**src/design/tlvx_pkg.sv**
```systemverilog
// Shared types and constants for the request TLV field extractor.
// No dependencies; used by tlvx_parser and request_tlv_field_extractor.
package tlvx_pkg;

   localparam logic [15:0] TYPE_AMOUNT = 16'd82;
   localparam logic [15:0] LEN_AMOUNT  = 16'd8;
   localparam logic [15:0] TYPE_KEY    = 16'd88;
   localparam logic [15:0] LEN_KEY     = 16'd33;
   localparam logic [15:0] TYPE_SIG    = 16'd240;
   localparam logic [15:0] LEN_SIG     = 16'd64;

   localparam logic [2:0]  HDR_BYTES   = 3'd4;

   localparam int RSP_DATA_W = 80;
   localparam int QUEUE_DEPTH = 4;

   typedef enum logic [1:0] {
      KIND_KEY    = 2'd0,
      KIND_SIG    = 2'd1,
      KIND_STATUS = 2'd2
   } kind_type;

   typedef struct packed {
      kind_type    kind;
      logic [5:0]  byte_index;
      logic [7:0]  out_byte;
      logic        record_complete;
      logic [63:0] amount;
      logic        request_ok;
      logic        last_result;
   } rsp_type;

   typedef struct packed {
      logic    byte_vld;
      rsp_type byte_rsp;
      logic    stat_vld;
      rsp_type stat_rsp;
   } parse_out_type;

endpackage

```
**src/design/request_tlv_field_extractor.sv**
```systemverilog
// Top level of the request TLV field extractor: parser plus result queue.
// Depends on tlvx_pkg and tlvx_parser.
//
// Takes one stream byte per beat and accepts a new byte in every cycle while
// the queue has room for two beats. Each byte is parsed in the cycle it is
// accepted; key and signature value bytes produce one result beat each, and
// the byte flagged tlast adds a status beat carrying the committed amount and
// the ok bit. Results wait in a four-entry queue that drains one beat per
// cycle while rsp_tready is high; a byte's results are registered into the
// queue when the byte is accepted. The sustained rate is one byte per cycle,
// limited by the single-beat result port when a final byte produces two
// beats. req_tready drops only when the queue lacks room for two beats.
module request_tlv_field_extractor (
   input  logic        clock,
   input  logic        reset,
   input  logic        req_tvalid,
   output logic        req_tready,
   input  logic [7:0]  req_tdata,   // [7:0] in_byte
   input  logic        req_tlast,   // last
   output logic        rsp_tvalid,
   input  logic        rsp_tready,
   output logic [79:0] rsp_tdata,   // [5:0] byte_index, [13:6] out_byte,
                                    // [14] record_complete, [78:15] amount,
                                    // [79] request_ok
   output logic [1:0]  rsp_tuser,   // [1:0] kind
   output logic        rsp_tlast    // last_result
);

   tlvx_pkg::parse_out_type parse_out;
   tlvx_pkg::rsp_type       queue_ff [tlvx_pkg::QUEUE_DEPTH];
   tlvx_pkg::rsp_type       head;

   logic [1:0] wr_ptr_ff, wr_ptr_in;
   logic [1:0] rd_ptr_ff, rd_ptr_in;
   logic [2:0] count_ff,  count_in;
   logic [1:0] stat_ptr;
   logic       req_accept, rsp_accept;
   logic       push_byte,  push_stat;

   assign req_tready = (count_ff <= 3'd2);
   assign req_accept = req_tvalid & req_tready;
   assign rsp_tvalid = (count_ff != 3'd0);
   assign rsp_accept = rsp_tvalid & rsp_tready;

   tlvx_parser u_parser (
      .clock     (clock),
      .reset     (reset),
      .accept    (req_accept),
      .in_byte   (req_tdata),
      .in_last   (req_tlast),
      .parse_out (parse_out)
   );

   assign push_byte = req_accept & parse_out.byte_vld;
   assign push_stat = req_accept & parse_out.stat_vld;
   assign stat_ptr  = wr_ptr_ff + {1'b0, push_byte};

   always_comb begin
      wr_ptr_in = wr_ptr_ff + {1'b0, push_byte} + {1'b0, push_stat};
      rd_ptr_in = rd_ptr_ff + {1'b0, rsp_accept};
      count_in  = count_ff + {2'b00, push_byte} + {2'b00, push_stat} - {2'b00, rsp_accept};
   end

   always_ff @(posedge clock) begin
      if (reset) begin
         wr_ptr_ff <= 2'd0;
         rd_ptr_ff <= 2'd0;
         count_ff  <= 3'd0;
      end else begin
         wr_ptr_ff <= wr_ptr_in;
         rd_ptr_ff <= rd_ptr_in;
         count_ff  <= count_in;
      end
   end

   always_ff @(posedge clock) begin
      if (push_byte) begin
         queue_ff[wr_ptr_ff] <= parse_out.byte_rsp;
      end
      if (push_stat) begin
         queue_ff[stat_ptr] <= parse_out.stat_rsp;
      end
   end

   assign head      = queue_ff[rd_ptr_ff];
   assign rsp_tdata = {head.request_ok, head.amount, head.record_complete,
                       head.out_byte, head.byte_index};
   assign rsp_tuser = head.kind;
   assign rsp_tlast = head.last_result;

   a_queue_bound : assert property (@(posedge clock) disable iff (reset)
      count_ff <= 3'd4)
      else $error("result queue overflow");

   a_status_last : assert property (@(posedge clock) disable iff (reset)
      (rsp_tvalid && (rsp_tuser == tlvx_pkg::KIND_STATUS)) |-> rsp_tlast)
      else $error("status beat without tlast");

   a_last_queues : assert property (@(posedge clock) disable iff (reset)
      (req_accept && req_tlast) |=> (count_ff != 3'd0))
      else $error("final byte did not queue a status beat");

   a_ptr_track : assert property (@(posedge clock) disable iff (reset)
      (wr_ptr_ff - rd_ptr_ff) == count_ff[1:0])
      else $error("queue pointers disagree with count");

endmodule

```
**src/design/tlvx_parser.sv**
```systemverilog
// Record header/value tracker for the TLV field extractor.
// Depends on tlvx_pkg; produces up to two results per accepted byte.
module tlvx_parser (
   input  logic                   clock,
   input  logic                   reset,
   input  logic                   accept,
   input  logic [7:0]             in_byte,
   input  logic                   in_last,
   output tlvx_pkg::parse_out_type parse_out
);

   logic [2:0]  hdr_cnt_ff,   hdr_cnt_in;
   logic [15:0] rec_type_ff,  rec_type_in;
   logic [15:0] rec_len_ff,   rec_len_in;
   logic [15:0] val_cnt_ff,   val_cnt_in;
   logic [63:0] amt_pend_ff,  amt_pend_in;
   logic [63:0] amt_comm_ff,  amt_comm_in;
   logic        key_seen_ff,  key_seen_in;
   logic        sig_seen_ff,  sig_seen_in;

   logic        done;
   logic        is_amount, is_key, is_sig;

   assign is_amount = (rec_type_ff == tlvx_pkg::TYPE_AMOUNT) && (rec_len_ff == tlvx_pkg::LEN_AMOUNT);
   assign is_key    = (rec_type_ff == tlvx_pkg::TYPE_KEY)    && (rec_len_ff == tlvx_pkg::LEN_KEY);
   assign is_sig    = (rec_type_ff == tlvx_pkg::TYPE_SIG)    && (rec_len_ff == tlvx_pkg::LEN_SIG);

   always_comb begin
      hdr_cnt_in  = hdr_cnt_ff;
      rec_type_in = rec_type_ff;
      rec_len_in  = rec_len_ff;
      val_cnt_in  = val_cnt_ff;
      amt_pend_in = amt_pend_ff;
      amt_comm_in = amt_comm_ff;
      key_seen_in = key_seen_ff;
      sig_seen_in = sig_seen_ff;
      done        = 1'b0;

      parse_out.byte_vld                 = 1'b0;
      parse_out.byte_rsp.kind            = tlvx_pkg::KIND_KEY;
      parse_out.byte_rsp.byte_index      = val_cnt_ff[5:0];
      parse_out.byte_rsp.out_byte        = in_byte;
      parse_out.byte_rsp.record_complete = 1'b0;
      parse_out.byte_rsp.amount          = 64'd0;
      parse_out.byte_rsp.request_ok      = 1'b0;
      parse_out.byte_rsp.last_result     = ~in_last;

      if (hdr_cnt_ff < tlvx_pkg::HDR_BYTES) begin
         if (hdr_cnt_ff < 3'd2) begin
            rec_type_in = {rec_type_ff[7:0], in_byte};
         end else begin
            rec_len_in = {rec_len_ff[7:0], in_byte};
         end
         hdr_cnt_in = hdr_cnt_ff + 3'd1;
         if (hdr_cnt_in == tlvx_pkg::HDR_BYTES) begin
            val_cnt_in  = 16'd0;
            amt_pend_in = 64'd0;
            // zero-length record ends with its header
            if (rec_len_in == 16'd0) begin
               hdr_cnt_in = 3'd0;
            end
         end
      end else begin
         val_cnt_in = val_cnt_ff + 16'd1;
         done       = (val_cnt_in == rec_len_ff);
         parse_out.byte_rsp.record_complete = done;
         if (is_amount) begin
            amt_pend_in = {amt_pend_ff[55:0], in_byte};
            if (done) begin
               amt_comm_in = amt_pend_in;
            end
         end else if (is_key) begin
            parse_out.byte_vld = 1'b1;
            if (done) begin
               key_seen_in = 1'b1;
            end
         end else if (is_sig) begin
            parse_out.byte_vld      = 1'b1;
            parse_out.byte_rsp.kind = tlvx_pkg::KIND_SIG;
            if (done) begin
               sig_seen_in = 1'b1;
            end
         end
         if (done) begin
            hdr_cnt_in = 3'd0;
         end
      end

      parse_out.stat_vld                 = in_last;
      parse_out.stat_rsp.kind            = tlvx_pkg::KIND_STATUS;
      parse_out.stat_rsp.byte_index      = 6'd0;
      parse_out.stat_rsp.out_byte        = 8'd0;
      parse_out.stat_rsp.record_complete = 1'b0;
      parse_out.stat_rsp.amount          = amt_comm_in;
      parse_out.stat_rsp.request_ok      = key_seen_in & sig_seen_in;
      parse_out.stat_rsp.last_result     = 1'b1;

      // end of stream: back to a clean parser
      if (in_last) begin
         hdr_cnt_in  = 3'd0;
         rec_type_in = 16'd0;
         rec_len_in  = 16'd0;
         val_cnt_in  = 16'd0;
         amt_pend_in = 64'd0;
         amt_comm_in = 64'd0;
         key_seen_in = 1'b0;
         sig_seen_in = 1'b0;
      end
   end

   always_ff @(posedge clock) begin
      if (reset) begin
         hdr_cnt_ff  <= 3'd0;
         rec_type_ff <= 16'd0;
         rec_len_ff  <= 16'd0;
         val_cnt_ff  <= 16'd0;
         amt_pend_ff <= 64'd0;
         amt_comm_ff <= 64'd0;
         key_seen_ff <= 1'b0;
         sig_seen_ff <= 1'b0;
      end else if (accept) begin
         hdr_cnt_ff  <= hdr_cnt_in;
         rec_type_ff <= rec_type_in;
         rec_len_ff  <= rec_len_in;
         val_cnt_ff  <= val_cnt_in;
         amt_pend_ff <= amt_pend_in;
         amt_comm_ff <= amt_comm_in;
         key_seen_ff <= key_seen_in;
         sig_seen_ff <= sig_seen_in;
      end
   end

endmodule

```
**config.mk**
```make
export PLATFORM = sky130hd
export DESIGN_NAME = request_tlv_field_extractor
export DESIGN_NICKNAME = d
export VERILOG_FILES = /design/src/design/tlvx_pkg.sv /design/src/design/request_tlv_field_extractor.sv /design/src/design/tlvx_parser.sv
export SDC_FILE = /design/constraint.sdc
export NUM_CORES = 1
export LEC_CHECK = 0
export ABC_AREA = 1
export BUFFER_PORTS_ARGS = -buffer_cell sky130_fd_sc_hd__buf_2
export CAP_MARGIN = 10
export CORE_MARGIN = 2
export CORE_UTILIZATION = 42
export CTS_CLUSTER_SIZE = 16
export DETAILED_ROUTE_END_ITERATION = 16
export GPL_ROUTABILITY_DRIVEN = 0
export PLACE_DENSITY = 0.62
export SYNTH_ARGS = -nofsm -noshare
export SYNTH_HDL_FRONTEND = slang
export SYNTH_HIERARCHICAL = 1
export SYNTH_SLANG_ARGS = --single-unit
```
**constraint.sdc**
```tcl
create_clock -name clock -period 12.3 [get_ports clock]
set_input_delay 2.46 -clock clock [delete_from_list [all_inputs] [get_ports clock]]
set_output_delay 2.46 -clock clock [all_outputs]
set_load 0.01 [all_outputs]
```
=== Word level (Yosys, flattened, before mapping) ===
Memory sizes are Yosys's and may differ from the RTL's. A register that Yosys moved wholly into a read port is not among the register bits.
Index checks and enable logic that the tools add are counted.
W data, S select, Z words.

* Output and inout bits: 85
* Bits in writable memories: 332
* Bits of input ports: 13
* Logic and storage cells: 97
* Memories: 1
* Register bits after elaboration: 180

* Muxes and demuxes: 45
* Equality and inequality tests: 9
* Add/sub/neg operators: 8
* Reductions and logical operators: 14
* Bitwise operators: 6
* $lt $le $gt $ge: 3

{| class="wikitable"
|+ Memories
! name !! words !! width !! rd ports !! clocked after Yosys merged registers in !! write ports !! RTL line !! text
|-
| queue_ff || 4 || 83 || 1 || 1 || 2 || request_tlv_field_extractor.sv:30 || <nowiki>tlvx_pkg::rsp_type queue_ff [tlvx_pkg::QUEUE_DEPTH];</nowiki>
|}

{| class="wikitable"
|+ Operators by type and width
! cell !! count
|-
| $mux W64 || 4
|-
| $mux W56 || 4
|-
| $mux W16 || 10
|-
| $eq A16 B7 Y1 const B || 3
|-
| $mux W3 || 8
|-
| $mux W1 || 17
|-
| $add A16 B1 Y16 const B || 1
|-
| $eq A16 B16 Y1 || 1
|-
| $eq A16 B4 Y1 const B || 1
|-
| $eq A16 B6 Y1 const B || 1
|-
| $eq A16 B8 Y1 const B || 1
|-
| $logic_not A16 Y1 || 1
|-
| $reduce_bool A3 Y1 || 3
|-
| $add A2 B1 Y2 || 3
|-
| $add A3 B1 Y3 || 2
|-
| $reduce_and A2 Y1 || 3
|-
| $reduce_and A3 Y1 || 2
|-
| $and A1 B1 Y1 || 5
|-
| $mux W2 || 2
|-
| $reduce_bool A2 Y1 || 2
|-
| $add A3 B1 Y3 const B || 1
|-
| $eq A3 B3 Y1 const B || 1
|-
| $le A3 B2 Y1 const B || 1
|-
| $logic_and A1 B1 Y1 || 3
|-
| 5 further kinds || 5
|}

=== Longest topological paths before layout ===
* Word-level depth: 10
* Gate-level depth with buffers: 20
* Gate-level depth less buffers: 18

=== Modules after synthesis ===
The synthesis kept the hierarchy.

{| class="wikitable"
|+ By module, submodules not included
! module !! area an instance (sq um) !! seq. area each (sq um) !! times used !! cells an instance
|-
| request_tlv_field_extractor || 18017.3 || 10109.7 || 1 || 2014
|-
| tlvx_parser || 10164.7 || 3463.3 || 1 || 1521
|}

=== Worst setup path before layout ===
OpenSTA, ideal clock, no wires.

* Kind: input-to-reg
* Start point: input req_tvalid
* End point: memory queue_ff[0][0] in the netlist's numbering, enable pin
* Slack: 2.888 ns
* Setup time: 0.639 ns
* Path buffers: 1
* Cell stages on the path: 5
* Arrival: 8.773 ns
* Required time: 11.661 ns
* Cell sequence: inv_2 > a21oi_1 > buf_2 > nand2_1 > o21ai_0

{| class="wikitable"
|+ RTL lines
! element !! RTL line !! text
|-
| start, declared || request_tlv_field_extractor.sv:16 || <nowiki>input logic req_tvalid,</nowiki>
|-
| end, declared || request_tlv_field_extractor.sv:30 ||
|}

==> summary.txt <==
Floorplan
  – Row count: 94
  – Placeable core area: 66,100 µm²
  – Starting Density: 42.64%
  – Die width: 263.0 µm
  – # IOs: 98
  – Die footprint: 69,190 µm²
  – Die Y: 263.0 µm

Detailed routing
  – WL final: 81.14 mm
  – Average routed wire per standard cell: 18.69 µm
  – # DRC: 0
  – Vias/cell: 5.516
  – DR vias: 23,950
  – Post-DRT Antenna Nets: 0
  – TritonRoute pass-1 iters: 6
  – Initial DRC Count: 2,130

Synthesis
  – Commonest cells post-synth: nand2_1, nand4_1, edfxtp_1, nor2_1, inv_1
  – Syn avg cell area: 7.972 µm²
  – Post-synth top flop: edfxtp_1
  – Synth cell types: 41
  – Syn. warnings: 6
  – Post-synth top area cell: edfxtp_1
  – Xor and xnor area share after synthesis: 0.1243%
  – Register area share after synthesis: 48.16%
  – Post-synth EDFFs: 332
  – Synth Area in Simple Gates: 31.58%
  – Post-synth top area share: 35.38%
  – Post-synthesis register bit count: 512
  – Synth Area in Compound Gates: 8.910%
  – Top-count cell post-synth: nand2_1
  – Cell Area, Synth: 28,180 µm²
  – Largest family of logic cells by synthesized area: simple AND/OR/NAND/NOR gates
  – Post-synthesis mux area share: 0%
  – Largest cells by area after synthesis: edfxtp_1, nand2_1, dfxtp_1, nand4_1, o21ai_0
  – Mapped Cells: 3,535
  – Adder-cell share of the synthesized area: 0.4972%
  – Share of synthesized flip-flops with an asynchronous set or reset: 0%

Global routing
  – Gr ovfl total: 0
  – First-pass GRT wire length: 127.1 mm
  – Largest net degree at the start of global routing: 109
  – Vias in the first global route: 22,550
  – Tot GR Track Use: 23.01%
  – Initial antenna violation count: 0

Timing
  – Final TNS setup: 0 ps
  – Final Max Tran Viols: 0
  – Worst Tran Pin Value: 1204 ps
  – Endpoints failing setup: 0
  – Tcrit/Tclk final: 55.84%
  – Unrepaired setup endpoints after global routing: false
  – FMAX: 145.6 MHz
  – Final hold viol count: 0
  – Worst rel slew slack: 19.46%
  – Fin Clk Skew: 23.69 ps
  – Min Tclk post-route: 6868 ps

Clocking
  – Total clock buffers created by CTS: 56
  – Clk pin slew, worst setup/hold paths: 60 ps
  – Sink Count: 512
  – Clk_lat worst skew: 620 ps
  – Cts hold-fix bufs: 0
  – CTS max path bufs: 3
  – CTS resizes: 0
  – Htree depth: 2
  – Root Driver: clkbuf_16
  – TritonCTS clock tree: yes
  – Setup Fix Bufs, Post-CTS: 0

Power
  – Cell Pwr Density: 175.4 nW/µm²
  – Pint: 0.003469 W
  – Clock Power Share: 35.8%
  – Tot Pwr: 0.005338 W
  – Switching part of the total: 35.01%
  – Leakage: 11.87 nW
  – Comb pwr share: 27.3%
  – Peak supply drop: 107.3 µV
  – Sw Pwr: 0.001869 W
  – Seq pwr share: 36.9%

Layout
  – Final #Nets: 3,452
  – Final instance area: 30,440 µm²
  – Post-route insts no fill: 4,341
  – Layout cells sized above 1: 9.865%
  – Area delta synth->final: 8.018%
  – # diodes: 0
  – Layout fillers: 6,433

Worst setup path
  – Worst-case reg-to-reg path depth: 17
  – Crit. End Element: register
  – Critical R2R Capture: queue_ff[3][22]
  – Crit path launch: req_tvalid
  – Critical Path Source Type: input port
  – Crit path required time: 12,520 ps
  – Max FO, Critical Path: 57
  – Worst EP arrival: 7090 ps
  – Flop2flop setup slack: 6600 ps
  – CP Class: input port to register
  – Worst r2r src: u_parser/rec_len_ff[15]
  – End of the critical path: queue_ff[3][22]

Job
  – Max-cap violations: 0

Status
  – Status: completed

Place
  – DP Wirelength: 46.13 mm
  – Placed Area: 28,330 µm²
  – PortBufs: 97
  – Placed cell count: 4,235

Worst hold path
  – Worst hold path type: register to register
[cells in the final DEF, fill, tap and decap left out, types with 3 or more instances in the layout]
cell,n
a211oi_1,11
a21oi_1,160
and2_1,65
buf_2,95
buf_4,41
bufinv_16,12
clkbuf_16,60
clkbuf_8,6
clkinv_1,8
clkinv_2,9
clkinv_4,3
clkinvlp_4,3
conb_1,84
dfxtp_1,177
edfxtp_1,332
ha_1,8
inv_1,216
inv_2,7
inv_6,4
nand2_1,985
nand2_2,65
nand3_1,127
nand4_1,418
nor2_1,223
nor2_2,7
nor2_4,12
nor3_1,9
nor4_1,8
o21ai_0,194
o21ai_4,4
o22ai_1,93
xor2_1,3
[final cells by class]
type	instances	area, µm²	area share [%]
multi-input combinational	2495	12010	39.46
clock buffer	68	1592	5.228
sequential	512	13580	44.61
clock inverter	38	518.0	1.702
timing repair buffer	138	809.5	2.659
tap	864	1081	3.551
inverter	226	850.8	2.795
[critical path, cell delays in order]
cell and delay [ps]:
buf_2 170, inv_2 60, a21oi_4 100, buf_4 480
nand2_1 440, inv_1 150, ha_1 190, inv_1 60
nand2_1 60, nand2_1 150, nor2_4 830, nand4_1 160
buf_4 360, o21ai_4 480, buf_4 870
[through the flow]
stage / hold slack, ps / utilization, % / setup WS (ps)
finish: 460.0 / 46.06 / 5432
detailed placement: 455.3 / 42.86 / 4773
CTS: 465.1 / 46.06 / 5420
global placement: 450.4 / 42.86 / 4841
floorplan: 437.1 / - / 2888
global route: 479.4 / 46.06 / 5015
[layer usage]
metal	vias up	routed length [µm]	GRT usage, %
li1	11750	-	-
met1	11280	35530	31.20
met2	795	37810	38.12
met3	126	5832	3.414
met4	0	1971	6.873
met5	-	0	0
[worst min path at each step]
| stage | from | endpoint | slack (ps) | depth (start not counted) |
|---|---|---|---|---|
| final | u_parser/amt_pend_ff[48] | u_parser/amt_pend_ff[48] | 460 | 2 |
| after detailed placement | u_parser/amt_comm_ff[12] | u_parser/amt_comm_ff[12] | 460 | 2 |
| after global placement | u_parser/amt_pend_ff[51] | u_parser/amt_pend_ff[51] | 450 | 2 |
| after floorplan | u_parser/amt_pend_ff[55] | u_parser/amt_pend_ff[55] | 440 | 2 |
| after global routing | u_parser/amt_comm_ff[61] | u_parser/amt_comm_ff[61] | 480 | 2 |
| after CTS | u_parser/amt_comm_ff[12] | u_parser/amt_comm_ff[12] | 470 | 2 |
[power groups by stage]
stage	Sequential, W	Clock [W]	Combinational, W
floorplan	0.00201	0	0.000969
global placement	0.00201	0	0.00145
detailed placement	0.00201	0	0.00146
CTS	0.00197	0.00193	0.00146
global route	0.00198	0.00200	0.00160
finish	0.00197	0.00191	0.00146
[registers in the layout, summed over array words and instances (netlist names)]
signal	flops
queue_ff	332
u_parser/amt_comm_ff	64
u_parser/amt_pend_ff	56
u_parser/rec_len_ff	16
u_parser/rec_type_ff	16
u_parser/val_cnt_ff	16
count_ff	3
u_parser/hdr_cnt_ff	3
rd_ptr_ff	2
wr_ptr_ff	2
u_parser/key_seen_ff	1
u_parser/sig_seen_ff	1
[cell families after synthesis]
family / count (synthesis)
buffers and inverters: 610
xor gates and xnor gates: 4
DFF: 512
and+or+nand+nor: 1927
AOI/OAI and AO/OA: 470
other: 2
adders and majority gates: 10
No activity file was read; power rests on OpenSTA's default activity.
